`config.mk`:
```
export PLATFORM = sky130hd
export DESIGN_NAME = lfu_cache_with_lru_tiebreak
export DESIGN_NICKNAME = d
export VERILOG_FILES = /design/src/rtl/lfu_pkg.sv /design/src/rtl/lfu_entry_mem.sv /design/src/rtl/lfu_scan.sv /design/src/rtl/lfu_cache_with_lru_tiebreak.sv
export SDC_FILE = /design/constraint.sdc
export NUM_CORES = 2
export LEC_CHECK = 0
export BUFFER_PORTS_ARGS = -buffer_cell sky130_fd_sc_hd__buf_4
export CORE_ASPECT_RATIO = 1.1
export CORE_UTILIZATION = 56
export CTS_CLUSTER_SIZE = 8
export DETAILED_ROUTE_END_ITERATION = 6
export HOLD_SLACK_MARGIN = 0.02
export PLACE_DENSITY = 0.72
export SYNTH_ARGS = -nofsm -noshare
export SYNTH_HDL_FRONTEND = slang
export SYNTH_SLANG_ARGS = --single-unit
```
`constraint.sdc`:
```
create_clock -name clk -period 12.5 [get_ports clk]
set_input_delay 0.625 -clock clk [delete_from_list [all_inputs] [get_ports clk]]
set_output_delay 0.625 -clock clk [all_outputs]
set_load 0.05 [all_outputs]
```
`src/rtl/lfu_pkg.sv`:
```
// Shared types and constants of the LFU cache
package lfu_pkg;

  localparam int          ENTRIES_DEF = 16;
  localparam int          DATA_W      = 32;
  localparam int          STAMP_W     = 64;
  localparam int          CAP_W       = 5;
  localparam logic [4:0]  CAP_RESET   = 5'd16;
  localparam logic        OP_GET      = 1'b0;
  localparam logic        OP_PUT      = 1'b1;
  localparam logic [31:0] CNT_MAX     = 32'hFFFF_FFFF;
  localparam logic [31:0] CNT_ONE     = 32'd1;
  localparam logic [31:0] MISS_VALUE  = 32'hFFFF_FFFF;

  typedef struct packed {
    logic [DATA_W-1:0]  key;
    logic [DATA_W-1:0]  value;
    logic [DATA_W-1:0]  count;
    logic [STAMP_W-1:0] stamp;
  } entry_t;

  typedef struct packed {
    logic              match_f;
    logic              free_f;
    logic              vic_f;
    logic [DATA_W-1:0] match_cnt;
    logic [DATA_W-1:0] match_val;
    logic [DATA_W-1:0] vic_key;
  } scan_res_t;

endpackage

```
`src/rtl/lfu_entry_mem.sv`:
```
// Entry store: one write port, one registered read port
module lfu_entry_mem #(
  parameter int ENTRIES = lfu_pkg::ENTRIES_DEF,
  parameter int IW      = (ENTRIES > 1) ? $clog2(ENTRIES) : 1
) (
  input  logic            clk,
  input  logic            we,
  input  logic [IW-1:0]   waddr,
  input  lfu_pkg::entry_t wdata,
  input  logic            re,
  input  logic [IW-1:0]   raddr,
  output lfu_pkg::entry_t rdata
);
  import lfu_pkg::*;

  entry_t mem [ENTRIES];
  entry_t rdata_r;

  always_ff @(posedge clk) begin
    if (we) begin
      mem[waddr] <= wdata;
    end
  end

  always_ff @(posedge clk) begin
    if (re) begin
      rdata_r <= mem[raddr];
    end
  end

  assign rdata = rdata_r;

endmodule

```
`src/rtl/lfu_scan.sv`:
```
// Scan unit: key match, first free slot and LFU/LRU victim, one entry per cycle while en is high
module lfu_scan #(
  parameter int ENTRIES = lfu_pkg::ENTRIES_DEF,
  parameter int IW      = (ENTRIES > 1) ? $clog2(ENTRIES) : 1,
  parameter int OCW     = $clog2(ENTRIES + 1)
) (
  input  logic                       clk,
  input  logic                       rst_n,
  input  logic                       clr,
  input  logic                       en,
  input  logic                       ent_valid,
  input  lfu_pkg::entry_t            ent,
  input  logic [IW-1:0]              ent_idx,
  input  logic [lfu_pkg::DATA_W-1:0] key,
  output lfu_pkg::scan_res_t         res,
  output logic [IW-1:0]              match_idx,
  output logic [IW-1:0]              free_idx,
  output logic [IW-1:0]              vic_idx,
  output logic [OCW-1:0]             occ
);
  import lfu_pkg::*;

  scan_res_t          res_r, res_nxt;
  logic [IW-1:0]      match_idx_r, match_idx_nxt;
  logic [IW-1:0]      free_idx_r, free_idx_nxt;
  logic [IW-1:0]      vic_idx_r, vic_idx_nxt;
  logic [OCW-1:0]     occ_r, occ_nxt;
  logic [DATA_W-1:0]  vic_cnt_r, vic_cnt_nxt;
  logic [STAMP_W-1:0] vic_stamp_r, vic_stamp_nxt;
  logic               better;

  // lower count wins, then older stamp; equal keeps the earlier index
  assign better = !res_r.vic_f || (ent.count < vic_cnt_r) ||
                  ((ent.count == vic_cnt_r) && (ent.stamp < vic_stamp_r));

  always_comb begin
    res_nxt       = res_r;
    match_idx_nxt = match_idx_r;
    free_idx_nxt  = free_idx_r;
    vic_idx_nxt   = vic_idx_r;
    occ_nxt       = occ_r;
    vic_cnt_nxt   = vic_cnt_r;
    vic_stamp_nxt = vic_stamp_r;
    if (clr) begin
      res_nxt.match_f = 1'b0;
      res_nxt.free_f  = 1'b0;
      res_nxt.vic_f   = 1'b0;
      res_nxt.vic_key = '0;
      occ_nxt         = '0;
    end else if (en) begin
      if (ent_valid) begin
        occ_nxt = occ_r + OCW'(1);
        if (!res_r.match_f && (ent.key == key)) begin
          res_nxt.match_f   = 1'b1;
          res_nxt.match_cnt = ent.count;
          res_nxt.match_val = ent.value;
          match_idx_nxt     = ent_idx;
        end
        if (better) begin
          res_nxt.vic_f   = 1'b1;
          res_nxt.vic_key = ent.key;
          vic_idx_nxt     = ent_idx;
          vic_cnt_nxt     = ent.count;
          vic_stamp_nxt   = ent.stamp;
        end
      end else if (!res_r.free_f) begin
        res_nxt.free_f = 1'b1;
        free_idx_nxt   = ent_idx;
      end
    end
  end

  always_ff @(posedge clk) begin
    if (!rst_n) begin
      res_r.match_f <= 1'b0;
      res_r.free_f  <= 1'b0;
      res_r.vic_f   <= 1'b0;
      occ_r         <= '0;
    end else begin
      res_r.match_f <= res_nxt.match_f;
      res_r.free_f  <= res_nxt.free_f;
      res_r.vic_f   <= res_nxt.vic_f;
      occ_r         <= occ_nxt;
    end
    res_r.match_cnt <= res_nxt.match_cnt;
    res_r.match_val <= res_nxt.match_val;
    res_r.vic_key   <= res_nxt.vic_key;
    match_idx_r     <= match_idx_nxt;
    free_idx_r      <= free_idx_nxt;
    vic_idx_r       <= vic_idx_nxt;
    vic_cnt_r       <= vic_cnt_nxt;
    vic_stamp_r     <= vic_stamp_nxt;
  end

  assign res       = res_r;
  assign match_idx = match_idx_r;
  assign free_idx  = free_idx_r;
  assign vic_idx   = vic_idx_r;
  assign occ       = occ_r;

endmodule

```
`src/rtl/lfu_cache_with_lru_tiebreak.sv`:
```
// LFU key-value cache with LRU tie-break: sequencer, valid bits and result register
// Each request (get or put) passes through these steps from acceptance to the next
// acceptance: it is taken, every entry is read from the entry memory
// through its single read port into the scan unit, the last read completes,
// the scan result settles, and a final update state, S_UPD, writes
// back and loads the result register. The result register lets the next
// request be taken while a result waits; the update step holds until the
// result register is free. in_ready is low while a request is in progress, and
// so is cfg_ready. There is no clearing pass after reset.
module lfu_cache_with_lru_tiebreak #(
  parameter int ENTRIES = lfu_pkg::ENTRIES_DEF
) (
  input  logic                              clk,
  input  logic                              rst_n,
  input  logic                              in_valid,
  output logic                              in_ready,
  input  logic                              in_opcode,
  input  logic signed [lfu_pkg::DATA_W-1:0] in_lookup_key,
  input  logic signed [lfu_pkg::DATA_W-1:0] in_write_value,
  output logic                              out_valid,
  input  logic                              out_ready,
  output logic                              out_hit,
  output logic signed [lfu_pkg::DATA_W-1:0] out_read_value,
  output logic                              out_evicted,
  output logic signed [lfu_pkg::DATA_W-1:0] out_evicted_key,
  input  logic                              cfg_valid,
  output logic                              cfg_ready,
  input  logic [lfu_pkg::CAP_W-1:0]         cfg_data
);
  import lfu_pkg::*;

  localparam int IW  = (ENTRIES > 1) ? $clog2(ENTRIES) : 1;
  localparam int OCW = $clog2(ENTRIES + 1);
  localparam int CW  = (OCW > CAP_W) ? OCW : CAP_W;

  typedef enum logic [1:0] {S_IDLE, S_SCAN, S_UPD} state_t;

  state_t             state_r, state_nxt;
  logic [ENTRIES-1:0] valid_r, valid_nxt;
  logic [CAP_W-1:0]   cap_r, cap_nxt;
  logic [STAMP_W-1:0] opctr_r, opctr_nxt;
  logic [OCW-1:0]     idx_r, idx_nxt;
  logic               rd_pend_r, rd_pend_nxt;
  logic [IW-1:0]      rd_idx_r, rd_idx_nxt;
  logic               op_r, op_nxt;
  logic [DATA_W-1:0]  key_r, key_nxt;
  logic [DATA_W-1:0]  val_r, val_nxt;
  logic [STAMP_W-1:0] stamp_r, stamp_nxt;
  logic               out_valid_r, out_valid_nxt;
  logic               out_hit_r, out_hit_nxt;
  logic [DATA_W-1:0]  out_rd_r, out_rd_nxt;
  logic               out_ev_r, out_ev_nxt;
  logic [DATA_W-1:0]  out_evk_r, out_evk_nxt;

  logic               in_acc;
  logic               issue;
  logic               scan_clr;
  logic               out_free;
  logic               mem_we;
  logic [IW-1:0]      mem_waddr;
  entry_t             mem_wdata;
  entry_t             mem_rdata;
  scan_res_t          sres;
  logic [IW-1:0]      match_idx, free_idx, vic_idx;
  logic [OCW-1:0]     occ;
  logic [CW-1:0]      cap_ext, cap_eff;
  logic               evict;

  assign in_ready  = (state_r == S_IDLE);
  assign cfg_ready = (state_r == S_IDLE);
  assign in_acc    = in_valid && in_ready;
  assign issue     = (state_r == S_SCAN) && (idx_r != OCW'(ENTRIES));
  assign scan_clr  = in_acc;
  assign out_free  = !out_valid_r || out_ready;

  always_comb begin
    cap_ext = CW'(cap_r);
    if (cap_ext == '0) begin
      cap_eff = CW'(1);
    end else if (cap_ext > CW'(ENTRIES)) begin
      cap_eff = CW'(ENTRIES);
    end else begin
      cap_eff = cap_ext;
    end
  end

  assign evict = (CW'(occ) >= cap_eff) && sres.vic_f;

  lfu_entry_mem #(.ENTRIES(ENTRIES), .IW(IW)) u_mem (
    .clk   (clk),
    .we    (mem_we),
    .waddr (mem_waddr),
    .wdata (mem_wdata),
    .re    (issue),
    .raddr (idx_r[IW-1:0]),
    .rdata (mem_rdata)
  );

  lfu_scan #(.ENTRIES(ENTRIES), .IW(IW), .OCW(OCW)) u_scan (
    .clk       (clk),
    .rst_n     (rst_n),
    .clr       (scan_clr),
    .en        (rd_pend_r),
    .ent_valid (valid_r[rd_idx_r]),
    .ent       (mem_rdata),
    .ent_idx   (rd_idx_r),
    .key       (key_r),
    .res       (sres),
    .match_idx (match_idx),
    .free_idx  (free_idx),
    .vic_idx   (vic_idx),
    .occ       (occ)
  );

  always_comb begin
    state_nxt     = state_r;
    valid_nxt     = valid_r;
    cap_nxt       = cap_r;
    opctr_nxt     = opctr_r;
    idx_nxt       = idx_r;
    rd_pend_nxt   = issue;
    rd_idx_nxt    = issue ? idx_r[IW-1:0] : rd_idx_r;
    op_nxt        = op_r;
    key_nxt       = key_r;
    val_nxt       = val_r;
    stamp_nxt     = stamp_r;
    out_valid_nxt = out_valid_r && !out_ready;
    out_hit_nxt   = out_hit_r;
    out_rd_nxt    = out_rd_r;
    out_ev_nxt    = out_ev_r;
    out_evk_nxt   = out_evk_r;
    mem_we        = 1'b0;
    mem_waddr     = match_idx;
    mem_wdata     = '{key: key_r, value: val_r, count: CNT_ONE, stamp: stamp_r};

    if (cfg_valid && cfg_ready) begin
      cap_nxt = cfg_data;
    end

    unique case (state_r)
      S_IDLE: begin
        if (in_acc) begin
          op_nxt    = in_opcode;
          key_nxt   = in_lookup_key;
          val_nxt   = in_write_value;
          stamp_nxt = opctr_r;
          opctr_nxt = opctr_r + STAMP_W'(1);
          idx_nxt   = '0;
          state_nxt = S_SCAN;
        end
      end
      S_SCAN: begin
        if (issue) begin
          idx_nxt = idx_r + OCW'(1);
        end else if (!rd_pend_r) begin
          state_nxt = S_UPD;
        end
      end
      S_UPD: begin
        if (out_free) begin
          out_valid_nxt = 1'b1;
          out_hit_nxt   = sres.match_f;
          out_ev_nxt    = 1'b0;
          out_evk_nxt   = '0;
          out_rd_nxt    = '0;
          if (sres.match_f) begin
            mem_we          = 1'b1;
            mem_waddr       = match_idx;
            mem_wdata.value = (op_r == OP_PUT) ? val_r : sres.match_val;
            mem_wdata.count = (sres.match_cnt == CNT_MAX) ? CNT_MAX :
                              sres.match_cnt + CNT_ONE;
            if (op_r == OP_GET) begin
              out_rd_nxt = sres.match_val;
            end
          end else if (op_r == OP_GET) begin
            out_rd_nxt = MISS_VALUE;
          end else if (evict) begin
            mem_we             = 1'b1;
            mem_waddr          = vic_idx;
            valid_nxt[vic_idx] = 1'b1;
            out_ev_nxt         = 1'b1;
            out_evk_nxt        = sres.vic_key;
          end else if (sres.free_f) begin
            mem_we              = 1'b1;
            mem_waddr           = free_idx;
            valid_nxt[free_idx] = 1'b1;
          end
          state_nxt = S_IDLE;
        end
      end
      default: state_nxt = S_IDLE;
    endcase
  end

  always_ff @(posedge clk) begin
    if (!rst_n) begin
      state_r     <= S_IDLE;
      valid_r     <= '0;
      cap_r       <= CAP_RESET;
      opctr_r     <= '0;
      idx_r       <= '0;
      rd_pend_r   <= 1'b0;
      out_valid_r <= 1'b0;
    end else begin
      state_r     <= state_nxt;
      valid_r     <= valid_nxt;
      cap_r       <= cap_nxt;
      opctr_r     <= opctr_nxt;
      idx_r       <= idx_nxt;
      rd_pend_r   <= rd_pend_nxt;
      out_valid_r <= out_valid_nxt;
    end
    rd_idx_r  <= rd_idx_nxt;
    op_r      <= op_nxt;
    key_r     <= key_nxt;
    val_r     <= val_nxt;
    stamp_r   <= stamp_nxt;
    out_hit_r <= out_hit_nxt;
    out_rd_r  <= out_rd_nxt;
    out_ev_r  <= out_ev_nxt;
    out_evk_r <= out_evk_nxt;
  end

  assign out_valid       = out_valid_r;
  assign out_hit         = out_hit_r;
  assign out_read_value  = out_rd_r;
  assign out_evicted     = out_ev_r;
  assign out_evicted_key = out_evk_r;

endmodule

```
==> qor.csv <==
stage,metric,value,unit
global_route,met1_usage,35.09,%
timing,whs,80.19,ps
timing,hold_violations,0,
worst_hold_path,hp-start,cfg_data[1],
detailed_routing,drtAntennaViolNets,0,
die,die_w,447.8,µm
die,die_area,0.2205,mm²
critical_path,crit_path_start_kind,flip-flop,
critical_path,r2r_start,cap_ext[1],
yosys,yosysUniqueCellTypes,63,
global_route,grt_start_max_net_pins,131,
timing,fin_skew,122.9,ps
timing,fin_setup_tns,0,ps
die,coreArea,0.2168,mm²
timing,max_slew_margin,13.01,%
detailed_routing,wl_per_cell,30.39,µm
global_route,grt_antenna_before_repair,11,
critical_path,cp.arrival,6410,ps
critical_path,startpoint,cap_ext[1],
power_and_ir_drop,power,24.01,mW
global_route,use_met2,42.26,%
timing,fin_ws,6678,ps
placement,dpl_cell_area,0.1274,mm²
placement,dp_hpwl,134500,µm
critical_path,setup.worst_path.end,u_mem.mem[9][112],
clocking,clock-sinks,3225,
critical_path,worstPathRequired,13090,ps
placement,place_congestion,0.7834,
yosys,synth_ff_type,edfxtp_1,
timing,slew_violations,0,
clocking,htree_levels,5,
yosys,syn_nets,5666,
placement,portBuffers,143,
power_and_ir_drop,powerDensity,171.0,mW/mm²
clocking,cts_resized,0,
die,dieHeight,492.4,µm
die,io-pin-count,144,
yosys,ys_ff_latch,3225,
timing,finalSetupViolations,0,
clocking,clock_latency,1000,ps
yosys,synth-edff-count,3091,
clocking,cts-root-buf,clkbuf_16,
finish,utilization,64.79,%
worst_hold_path,hp-class,primary input to flip-flop,
clocking,cts_setup_buffers,0,
yosys,synthArstFlopShare,0,%
timing,min_period,5822,ps
global_route,grt_pass1_wl,408900,µm
timing,worstMarginPinSlew,1305,ps
yosys,synthCells,5486,
clocking,path_clk_slew,50,ps
finish,drive_gt1_share,25.89,%
critical_path,r2r-end,u_mem.mem[9][112],
critical_path,r2r_setup_slack,6680,ps
global_route,grt_pass1_vias,61220,
placement,post-place-cells,8404,
timing,rsz0062_at_grt,no,
power_and_ir_drop,p_leak,43.26,nW
placement,pre_cts_ws,6693,ps
critical_path,cp-end-kind,flip-flop,
detailed_routing,first_pass_iters,5,
detailed_routing,vias_per_cell,6.360,
critical_path,crit_fanout,44,
flow_run,drv_cap,0,
detailed_routing,vias,58280,
timing,fmax,171.8,MHz
die,initial_core_util,56.46,%
yosys,syn_area_per_cell,22.31,µm²
clocking,cts_max_path_buffers,4,
finish,stdcell_area,0.1405,mm²
critical_path,ff2ff_path_depth,14,
global_route,grt-ovfl-total,0,
detailed_routing,route.detailed.drc,0,
yosys,yosys_warnings,0,
finish,fillers,13740,
timing,min_period_over_period,46.58,%
finish,regArea,0.09552,mm²
detailed_routing,postRouteWirelength,278500,µm
outcome,status,"complete, no violations",
finish,fin_cells,9164,
finish,multi_input_area,0.02552,mm²
die,rows,179,
critical_path,path_class,flip-flop to flip-flop,
yosys,ys_seq_area_share,78.02,%
finish,layout.nets,6212,
global_route,grt.busiest_layer,met2,
power_and_ir_drop,peakVddDrop,0.1327,mV
yosys,syn-cell-area,0.1224,mm²
global_route,grt_util_all_layers,25.58,%
finish,area_growth,14.75,%
global_route,grt_use_met3,4.395,%
clocking,numCtsBuffers,453,
clocking,tritoncts,yes,
detailed_routing,drt_iter0_drc,6803,
-- cell type report --
cell class | count | area share, %
inverters | 146 | 0.3946
flip-flops and latches | 3225 | 68.00
repair buffers | 329 | 2.024
multi-input cells | 1877 | 18.17
well taps | 2896 | 2.580
clock buffers | 678 | 8.724
clock inverters | 11 | 0.1033
diodes | 2 | 0.003563
-- placed cells by master (no fill, tap or decap), types with 16 or more instances in the layout --
master         Yosys  layout
nand4_1           49      49
xor2_1            30      30
a21oi_1          116     116
nand3_1           50      50
nand3_2           27      27
nand2_1          147     146
edfxtp_1        3091    3091
o21ai_0           62      58
buf_4              5     244
and3_1            19      19
clkbuf_1         175     221
nor3_1            16      16
nor2_1            67      48
buf_12             3      16
nor2b_1           23      23
and2_1            94      94
dfxtp_1          134     129
and4_1            20      20
ha_1             105     105
dlygate4sd3_1      0      69
inv_1            146     144
mux4_2           801     801
o21ai_2           28      27
clkbuf_16          0     456
nor2_4             0      18
xnor2_1           91      91
-- registers in the layout, summed over array words and instances (netlist names), 2 cells and up --
signal / cells
valid_r: 16
out_evicted_key: 32
rd_idx_r: 4
stamp_r: 64
key_r: 32
u_scan.match_idx: 4
state_r: 2
u_mem.rdata: 160
idx_r: 5
cap_ext: 5
opctr_r: 64
u_scan.free_idx: 4
u_scan.occ: 5
u_scan.vic_cnt_r: 32
u_mem.mem: 2560
u_scan.vic_stamp_r: 64
out_read_value: 32
u_scan.res: 99
u_scan.vic_idx: 4
val_r: 32
-- cells in the mapped netlist (23+ instances only) --
cell type,number,share of area (%)
dfxtp_1,134,2.2
o21ai_0,62,0.25
nor2_1,67,0.21
mux4_2,801,15
inv_1,146,0.45
nand3_2,27,0.22
o21ai_2,28,0.20
edfxtp_1,3091,76
xnor2_1,91,0.65
nand2_1,147,0.45
nor2b_1,23,0.12
and2_1,94,0.48
buf_1,42,0.13
xor2_1,30,0.21
nand4_1,49,0.25
nand3_1,50,0.20
a21oi_1,116,0.47
clkbuf_1,175,0.54
ha_1,105,1.1
-- cells by family after synthesis --
logic type / count (synthesis) / share of synthesized area [%]
buffers and inverters: 384 / 1.269
muxes: 810 / 14.86
and+or+nand+nor: 556 / 2.503
adders and majority gates: 105 / 1.073
xor gates and xnor gates: 121 / 0.8657
AOI/OAI and AO/OA: 285 / 1.407
DFF: 3225 / 78.02
-- worst max-delay path, stage by stage, from the launching register on --
cell and delay [ps]:
dfxtp_1 320, nor3_1 270, nor2_1 90, nor2_1 90, ha_1 230, nand2b_1 140, a21o_1 170, a21oi_1 260
o21ai_1 250, o21a_1 400, o2bb2ai_1 270, nand3_1 350, nor2_4 1030, buf_4 690, buf_4 810
-- power breakdown --
part           total, mW  internal, mW  switching, mW
Sequential          12.2          12.1          0.186
Clock               10.8          6.61           4.22
Combinational      0.951         0.429          0.522
-- routing by layer --
metal,vias up,share of wire (%)
li1,23820,-
met1,31060,38
met2,2930,51
met3,478,8.0
met4,0,2.9
met5,-,0
-- worst min path at each step --
stage / end / slack, ps / cells after the start
after floorplan: u_scan.res[32] / 400 / 0
after global placement: u_scan.res[51] / 400 / 0
after CTS: opctr_r[40] / 20 / 2
final: cap_ext[1] / 80 / 3
after global routing: cap_ext[1] / 50 / 3
after detailed placement: u_scan.res[35] / 400 / 0
-- timing repair --
action                                  CTS  global route
endpoints found under the setup margin    0             0
hold buffers                             69             0
endpoints found under the hold margin    69             0
(Power assumes the default switching activity.)
